## src/rtl/ipv4dq_pkg.sv

```systemverilog
// Package with the transaction types, constants and octet-closing function of the parser.
package ipv4dq_pkg;

   typedef struct packed {
      logic [7:0] character;
      logic       last_char;
   } req_type;

   typedef struct packed {
      logic [7:0] octet_a;
      logic [7:0] octet_b;
      logic [7:0] octet_c;
      logic [7:0] octet_d;
      logic       addr_valid;
   } rsp_type;

   typedef struct packed {
      logic [8:0]      digit_accum;
      logic [2:0]      octet_count;
      logic [3:0][7:0] octet_store;
      logic [4:0]      char_count;
      logic            error_seen;
   } parse_state_type;

   localparam logic [8:0] ACC_SAT    = 9'd256;
   localparam logic [2:0] NUM_OCTETS = 3'd4;
   localparam logic [4:0] MIN_LEN    = 5'd7;
   localparam logic [4:0] MAX_LEN    = 5'd15;
   localparam logic [4:0] LEN_SAT    = 5'd16;
   localparam logic [7:0] CHAR_DOT   = 8'h2E;
   localparam logic [7:0] CHAR_ZERO  = 8'h30;
   localparam logic [7:0] CHAR_NINE  = 8'h39;

   // Closing a fifth octet or one above 255 marks the address as broken.
   function automatic parse_state_type close_octet(parse_state_type s);
      parse_state_type r;
      r = s;
      if (s.octet_count >= NUM_OCTETS) begin
         r.error_seen = 1'b1;
      end else if (s.digit_accum >= ACC_SAT) begin
         r.error_seen = 1'b1;
      end else begin
         r.octet_store[s.octet_count[1:0]] = s.digit_accum[7:0];
         r.octet_count = s.octet_count + 3'd1;
         r.digit_accum = '0;
      end
      return r;
   endfunction

endpackage

```

## src/rtl/ipv4dq_step.sv

```systemverilog
// Combinational next-state and result logic for one character of the address text.
module ipv4dq_step (
   input  ipv4dq_pkg::parse_state_type state_cur,
   input  ipv4dq_pkg::req_type         item,
   output ipv4dq_pkg::parse_state_type state_next,
   output ipv4dq_pkg::rsp_type         result
);
   import ipv4dq_pkg::*;

   parse_state_type st;
   parse_state_type fin;
   logic [3:0]      digit_val;
   logic [11:0]     acc_next;
   logic            good;

   always_comb begin
      st        = state_cur;
      digit_val = item.character[3:0] - CHAR_ZERO[3:0];
      acc_next  = ({3'b000, state_cur.digit_accum} << 3) +
                  ({3'b000, state_cur.digit_accum} << 1) +
                  {8'h00, digit_val};

      if (st.char_count < LEN_SAT) begin
         st.char_count = st.char_count + 5'd1;
      end

      if (item.character == CHAR_DOT) begin
         st = close_octet(st);
      end else if (item.character inside {[CHAR_ZERO:CHAR_NINE]}) begin
         if (st.octet_count >= NUM_OCTETS) begin
            st.error_seen = 1'b1;
         end else if (acc_next > {3'b000, ACC_SAT}) begin
            st.digit_accum = ACC_SAT;
         end else begin
            st.digit_accum = acc_next[8:0];
         end
      end else begin
         st.error_seen = 1'b1;
      end

      fin  = close_octet(st);
      good = !fin.error_seen && (fin.octet_count == NUM_OCTETS) &&
             (fin.char_count >= MIN_LEN) && (fin.char_count <= MAX_LEN);

      result.octet_a    = good ? fin.octet_store[0] : 8'h00;
      result.octet_b    = good ? fin.octet_store[1] : 8'h00;
      result.octet_c    = good ? fin.octet_store[2] : 8'h00;
      result.octet_d    = good ? fin.octet_store[3] : 8'h00;
      result.addr_valid = good;

      state_next = item.last_char ? parse_state_type'('0) : st;
   end

endmodule

```

## src/rtl/ipv4_dotted_quad_parser_unit.sv

```systemverilog
// Top level of the IPv4 dotted-quad text parser with input and result registers.
// Result path: the last character of an address is held in the input register, and its result
// is written to the result register and presented on rsp_.
// Throughput: one character per cycle; the input register and the result register
// decouple the two channels, and only a stalled result holds back a last character.
// Reset: synchronous, active high; it clears the parse state and both valid flags.
module ipv4_dotted_quad_parser_unit (
   input  logic                clock,
   input  logic                reset,
   input  logic                req_valid,
   output logic                req_stall,
   input  ipv4dq_pkg::req_type req_data,
   output logic                rsp_valid,
   input  logic                rsp_stall,
   output ipv4dq_pkg::rsp_type rsp_data
);
   import ipv4dq_pkg::*;

   logic            req_valid_ff;
   logic            req_valid_in;
   req_type         req_data_ff;
   parse_state_type state_ff;
   parse_state_type state_in;
   parse_state_type step_state;
   rsp_type         step_rsp;
   logic            rsp_valid_ff;
   logic            rsp_valid_in;
   rsp_type         rsp_data_ff;
   logic            out_free;
   logic            step_fire;
   logic            accept;

   ipv4dq_step u_step (
      .state_cur  (state_ff),
      .item       (req_data_ff),
      .state_next (step_state),
      .result     (step_rsp)
   );

   assign out_free  = !rsp_valid_ff || !rsp_stall;
   assign step_fire = req_valid_ff && (!req_data_ff.last_char || out_free);
   assign req_stall = req_valid_ff && !step_fire;
   assign accept    = req_valid && !req_stall;

   always_comb begin
      req_valid_in = accept || (req_valid_ff && !step_fire);
      state_in     = step_fire ? step_state : state_ff;
      if (step_fire && req_data_ff.last_char) begin
         rsp_valid_in = 1'b1;
      end else begin
         rsp_valid_in = rsp_valid_ff && rsp_stall;
      end
   end

   always_ff @(posedge clock) begin
      if (reset) begin
         req_valid_ff <= 1'b0;
         rsp_valid_ff <= 1'b0;
         state_ff     <= '0;
      end else begin
         req_valid_ff <= req_valid_in;
         rsp_valid_ff <= rsp_valid_in;
         state_ff     <= state_in;
      end
   end

   always_ff @(posedge clock) begin
      if (accept) begin
         req_data_ff <= req_data;
      end
      if (step_fire && req_data_ff.last_char) begin
         rsp_data_ff <= step_rsp;
      end
   end

   assign rsp_valid = rsp_valid_ff;
   assign rsp_data  = rsp_data_ff;

endmodule

```

## config.mk

```make
export PLATFORM = sky130hd
export DESIGN_NAME = ipv4_dotted_quad_parser_unit
export DESIGN_NICKNAME = d
export VERILOG_FILES = /design/src/rtl/ipv4dq_pkg.sv /design/src/rtl/ipv4dq_step.sv /design/src/rtl/ipv4_dotted_quad_parser_unit.sv
export SDC_FILE = /design/constraint.sdc
export NUM_CORES = 1
export LEC_CHECK = 0
export BUFFER_PORTS_ARGS = -buffer_cell sky130_fd_sc_hd__buf_2
export CORE_MARGIN = 3
export CORE_UTILIZATION = 35
export DETAILED_ROUTE_END_ITERATION = 7
export HOLD_SLACK_MARGIN = 0.05
export PLACE_DENSITY = 0.6
export SLEW_MARGIN = 0
export SYNTH_ARGS = -nofsm -noshare
export SYNTH_HDL_FRONTEND = slang
export SYNTH_HIERARCHICAL = 1
export SYNTH_SLANG_ARGS = --single-unit
```

## constraint.sdc

```tcl
create_clock -name clock -period 3.2 [get_ports clock]
set_input_delay 0.32 -clock clock [delete_from_list [all_inputs] [get_ports clock]]
set_output_delay 0.32 -clock clock [all_outputs]
set_load 0.01 [all_outputs]
```

Yosys cells after proc, flatten, opt, wreduce, memory -nomap -nowiden. Cells that the tools add are included.

Add/sub/neg operators: 5. Order comparisons: 14. Equality and inequality tests: 2. Muxes and demuxes: 25. Reduce and logical (&&, ||, !) cells: 20.

Operator list (count): two-way mux 44 bit (2); two-way mux 35 bit (2); bitwise mux 32 bit (2); two-way mux 50 bit (1); two-way mux 40 bit (1); two-way mux 9 bit (4); demux 8 bit (select 2 bit) (2); >= comparator 9 bit (second input constant) (2); two-way mux 8 bit (2); adder 12 x 10 -> 12 bit (1); adder 12 x 4 -> 12 bit (1); > comparator 12 x 9 -> 1 bit (second input constant) (1); logical AND 1 bit (11); equality test 8 x 6 -> 1 bit (second input constant) (1); >= comparator 8 x 6 -> 1 bit (second input constant) (1); <= comparator 8 x 6 -> 1 bit (second input constant) (1); two-way mux 1 bit (8); adder 3 x 1 -> 3 bit (second input constant) (2); >= comparator 3 bit (second input constant) (2); logical NOT 1 bit (6); less-than comparator 2 x 3 -> 1 bit (second input constant) (2); adder 5 x 1 -> 5 bit (second input constant) (1); >= comparator 5 x 3 -> 1 bit (second input constant) (1); <= comparator 5 x 4 -> 1 bit (second input constant) (1); 5 further kinds (8).

Register bits: 94. Input bits: 13. Output and inout port bits: 35. Word-level logic and storage cells: 83.

Depth between registers and ports, before layout.
Depth after elaboration: 19. Gate-level depth with buffers: 14. Mapped depth without buffers: 13.

By module. The synthesis kept the hierarchy.

Modules (own cells, without submodules): ipv4_dotted_quad_parser_unit (instances 1, cells an instance 271, area an instance 3608.5 um2, sequential area each 2302.2 um2); ipv4dq_step (instances 1, cells an instance 346, area an instance 2293.4 um2, sequential area each 0.0 um2).

Worst setup path after synthesis. No wires, ideal clock.

Path kind: reg-to-reg. Start point: register state_ff[41] (netlist name). End point: register rsp_data_ff, in the netlist rsp_data[9], data pin. Library setup time: 257 ps. Arrival time: 3311 ps. Required time: 2943 ps. Slack: -368 ps. Cell stages (with the launch flop): 14. Path buffers: 2. Period minus slack after synthesis: 3568 ps. Cell sequence: dfxtp_1 -> inv_1 -> fa_1 -> inv_1 -> ha_1 -> a21oi_1 -> or3b_4 -> a2111oi_4 -> or3_4 -> nor4_2 -> or3_1 -> buf_6 -> buf_8 -> a32o_1.

Cells in the longest elaborated chain, start to end: 14. Elaborated cells between the ends (all ways): 33. Classes of those cells: add/sub: 3; order compare: 6; eq/ne: 1; mux: 18; reduce/logical: 5.

Ends and longest elaborated chain: start, declared (line ipv4_dotted_quad_parser_unit.sv:22) `parse_state_type state_ff;`; start signal, assigned (line ipv4_dotted_quad_parser_unit.sv:63) `state_ff <= state_in;`; adder 12 x 10 -> 12 bit (line ipv4dq_step.sv:19) `acc_next = ({3'b000, state_cur.digit_accum} << 3) +`; adder 12 x 4 -> 12 bit (line ipv4dq_step.sv:20) `({3'b000, state_cur.digit_accum} << 1) +`; > comparator 12 x 9 -> 1 bit (line ipv4dq_step.sv:32) `end else if (acc_next > {3'b000, ACC_SAT}) begin`; two-way mux 9 bit (line ipv4dq_step.sv:32); two-way mux 9 bit (line ipv4dq_step.sv:30) `if (st.octet_count >= NUM_OCTETS) begin`; two-way mux 9 bit (line ipv4dq_step.sv:29) `end else if (item.character inside {[CHAR_ZERO:CHAR_NINE]}) begin`; two-way mux 9 bit (line ipv4dq_step.sv:27) `if (item.character == CHAR_DOT) begin`; >= comparator 9 bit (line ipv4dq_pkg.sv:40) `end else if (s.digit_accum >= ACC_SAT) begin`; two-way mux 35 bit or two-way mux 1 bit (tied branches) (line ipv4dq_pkg.sv:40); two-way mux 35 bit or two-way mux 1 bit (tied branches) (line ipv4dq_pkg.sv:38) `if (s.octet_count >= NUM_OCTETS) begin`; equality test 3 bit or logical NOT 1 bit (tied branches) (line ipv4dq_step.sv:42) `good = !fin.error_seen && (fin.octet_count == NUM_OCTETS) &&`; logical AND 1 bit (2 in series) (line ipv4dq_step.sv:42); logical AND 1 bit (line ipv4dq_step.sv:43) `(fin.char_count >= MIN_LEN) && (fin.char_count <= MAX_LEN);`; end signal, assigned (line ipv4_dotted_quad_parser_unit.sv:72) `rsp_data_ff <= step_rsp;`; end, declared (line ipv4_dotted_quad_parser_unit.sv:28) `rsp_type rsp_data_ff;`.

Parallel ways exist; a longest one is shown, timed or not. A chain may end at the register's enable or synchronous reset.

Final worst setup path.
Start point: register req_data_ff[4] (netlist name). End point: register rsp_data_ff, in the netlist rsp_data[29], data pin.

Cells in the longest elaborated chain, start to end: 13. Elaborated cells between the ends (all ways): 31. Classes of those cells: add/sub: 2; order compare: 7; eq/ne: 2; mux: 14; reduce/logical: 6.

Ends and longest elaborated chain: start, declared (line ipv4_dotted_quad_parser_unit.sv:21) `req_type req_data_ff;`; start signal, assigned (line ipv4_dotted_quad_parser_unit.sv:69) `req_data_ff <= req_data;`; adder 12 x 4 -> 12 bit (line ipv4dq_step.sv:20); > comparator 12 x 9 -> 1 bit (line ipv4dq_step.sv:32); two-way mux 9 bit (line ipv4dq_step.sv:32); two-way mux 9 bit (line ipv4dq_step.sv:30); two-way mux 9 bit (line ipv4dq_step.sv:29); two-way mux 9 bit (line ipv4dq_step.sv:27); >= comparator 9 bit (line ipv4dq_pkg.sv:40); two-way mux 35 bit or two-way mux 1 bit (tied branches) (line ipv4dq_pkg.sv:40); two-way mux 35 bit or two-way mux 1 bit (tied branches) (line ipv4dq_pkg.sv:38); equality test 3 bit or logical NOT 1 bit (tied branches) (line ipv4dq_step.sv:42); logical AND 1 bit (2 in series) (line ipv4dq_step.sv:42); logical AND 1 bit (line ipv4dq_step.sv:43).

Parallel ways exist; a longest one is shown, timed or not.

==> out/summary.txt <==
YOSYS
----------------------------------------------------------------------------------
Post-Syn Instances                                                             558
Post-synthesis cell area                                                  5450 µm²
Yosys warning total                                                              6
Syn nets                                                                       600
Synthesized area per cell                                                 9.76 µm²

MIN PATH
----------------------------------------------------------------------------------
Hold crit path type                                                   input pin to flip-flop
Hold endpoint                                                         req_data_ff[4]
Count of cells along the worst hold path                                         1
Worst Hold Launch                                                      req_data[4]

STA
----------------------------------------------------------------------------------
Final sum of negative setup slack                                         -6.39 ns
Setup ws final                                                           -0.209 ns
Max Freq                                                                   293 MHz
Measured slew at the worst slew-check pin                                  1.07 ns
Final Hold Fails                                                                 0
Final Setup Violations                                                          42
Final Max Tran Viols                                                             0
RSZ-0062 raised after global routing                                           yes
Minimum period implied by the final worst setup slack                      3.41 ns
Post-Route Skew                                                         0.00775 ns
Max-slew headroom                                                            28.4%
Period utilization                                                            107%

DRT
----------------------------------------------------------------------------------
Routed length per placed instance                                          17.5 µm
Detail Route Antenna Nets                                                        0
Count of vias placed by the detailed router                                  4,492
Wire length after detailed routing                                       14,700 µm
Mean number of vias per cell                                                  5.35
Drt first pass iters                                                             5
Iter 0 DRT Violations                                                          507
DR DRC count                                                                     0

CRITICAL PATH
----------------------------------------------------------------------------------
Category of the worst setup path capture point                           flip-flop
Worst Setup Path Type                                                 flip-flop to flip-flop
Source of the worst register-to-register timing path                  req_data_ff[4]
Worst setup slack for register-to-register paths                          -0.21 ns
Series of cell instances along the critical path                      inv_2, fa_1, inv_2, ha_4, a21oi_2, or3b_4, a2111oi_4, or3_4, nor4_4, or3_4, buf_8, a32o_2
CP startpoint kind                                                       flip-flop
Critical register-to-register path endpoint                           rsp_data[29]
Maximum single-stage delay on the critical path                            0.55 ns
Worst r2r path cells                                                            12
Required @ worst endpoint                                                  3.30 ns
Max stage delay cell, worst path                                      sky130_fd_sc_hd__fa_1
CP startpoint                                                         req_data_ff[4]
Critical Path AT                                                           3.50 ns
Maximum fanout count along the critical path                                     5

LAYOUT
----------------------------------------------------------------------------------
Most frequent cells in the layout                                     sky130_fd_sc_hd__nand2b_1, sky130_fd_sc_hd__nor2_1, sky130_fd_sc_hd__mux2i_1, sky130_fd_sc_hd__buf_4, sky130_fd_sc_hd__buf_2
Area Overhead vs Synth                                                       27.4%
Commonest non-fill, non-tap cell in the layout                        sky130_fd_sc_hd__nand2b_1
Number of inserted diodes                                                        0
Share of final-layout standard cells stronger than drive strength 1          31.1%
Fill cells                                                                   1,380
Final-stage net count                                                          693
Seq. cell area                                                            2140 µm²
Footprint of the multi-input gates                                        3370 µm²
Layout Cells excl Fill                                                         840

FLOORPLAN
----------------------------------------------------------------------------------
Initial cell density of the core                                             36.6%
Area of the die                                                         17,100 µm²
Chip Width                                                                  131 µm
Std-Cell Rows                                                                   44
Overall die height                                                          131 µm
Floorplan Core Area                                                     14,900 µm²
Top-level I/O count                                                             48

CTS
----------------------------------------------------------------------------------
Buffer cell driving the clock tree root                               sky130_fd_sc_hd__clkbuf_16
TritonCTS clock tree                                                         built
Count of H-tree levels built during CTS                                          3
CTS sink count                                                                  86
Number of buffers inserted during clock tree synthesis                           9
Clock transition at the registers of the reported paths                    0.06 ns
Later-pin clock latency in the skew report                                 0.34 ns
Worst-case clock buffer depth                                                    2

GLOBAL ROUTING
----------------------------------------------------------------------------------
All-layer global routing usage                                               17.8%
Antenna violations before repair                                                 0
Total congestion overflow after global routing                                   0
Number of global-route vias before repair                                    4,311
Maximum number of pins on one net before global-route repair                    87
Wire length of the first global-routing pass                             23,500 µm

RUN
----------------------------------------------------------------------------------
Max_cap viols                                                                    0

POWER AND IR DROP
----------------------------------------------------------------------------------
Overall Power                                                            0.00236 W
Power per unit of standard cell area                                    340 nW/µm²
Reported leakage power                                                     2.82 nW
VDD IR max                                                                  312 µV

RUN STATUS
----------------------------------------------------------------------------------
Outcome                                                               complete, but fails checks
Violated checks                                                       setup timing

PLACE
----------------------------------------------------------------------------------
Number of buffers added on ports                                                47
Routability-driven placement congestion ratio                                0.853
Number of placed cells counting well taps                                      808
Final HPWL DP                                                            10,000 µm

## worst max path at each step
stage | end | slack (ns) | cells past startpoint
floorplan | rsp_data[9] | -0.20 | 13
global placement | rsp_data[7] | -0.29 | 14
finish | rsp_data[29] | -0.21 | 12
CTS | rsp_data[29] | -0.18 | 12
detailed placement | rsp_data[7] | -0.32 | 14
global route | rsp_data[23] | -0.35 | 14
## worst max-delay path, delay by kind of cell (launching register included)
kind / cells / cell delay [ns]
buffers and inverters: 3 / 0.25
DFF: 1 / 0.36
and+or+nand+nor: 4 / 1.09
AOI/OAI and AO/OA: 3 / 0.65
adders and majority gates: 2 / 0.81
## area by class of cell
class,instances,area share [%]
clock buffer,11,3.35
clock inverter,5,0.865
inverter,17,0.919
multi-input combinational,419,48.6
sequential,86,30.9
tap,184,3.32
timing repair buffer,118,12.1
## registers in the layout, indices dropped and copies added (netlist names)
signal        count
state_ff         42
rsp_valid         1
req_valid_ff      1
req_data_ff       9
rsp_data         33
## stage by stage
stage / hold slack [ns] / area [µm²] / util, % / worst slack, ns
CTS: 0.139 / 6760 / 45.5 / -0.184
detailed placement: 0.468 / 6150 / 41.4 / -0.325
global route: 0.138 / 6940 / 46.7 / -0.346
floorplan: 0.419 / 5500 / - / -0.199
global placement: 0.459 / 6150 / 41.4 / -0.288
finish: 0.149 / 6940 / 46.7 / -0.209
## routing by layer
metal	track usage (%)	part of all wire [%]
met1	24.6	45
met3	3.74	6.7
met4	4.48	1.3
met2	28.5	47
met5	0	0
## power by group
part	internal, W	switching (W)
Clock	0.000607	0.000434
Sequential	0.00116	0.00000939
Combinational	0.0000605	0.0000828
## what timing repair did
item / CTS / global route
buffers inserted: 10 / 5
pin swaps: 14 / 15
cloned: 2 / 1
hold buffers: 0 / 0
endpoints found under the setup margin: 42 / 42
gates resized for setup: 60 / 24
No activity file was read; power rests on OpenSTA's default activity.
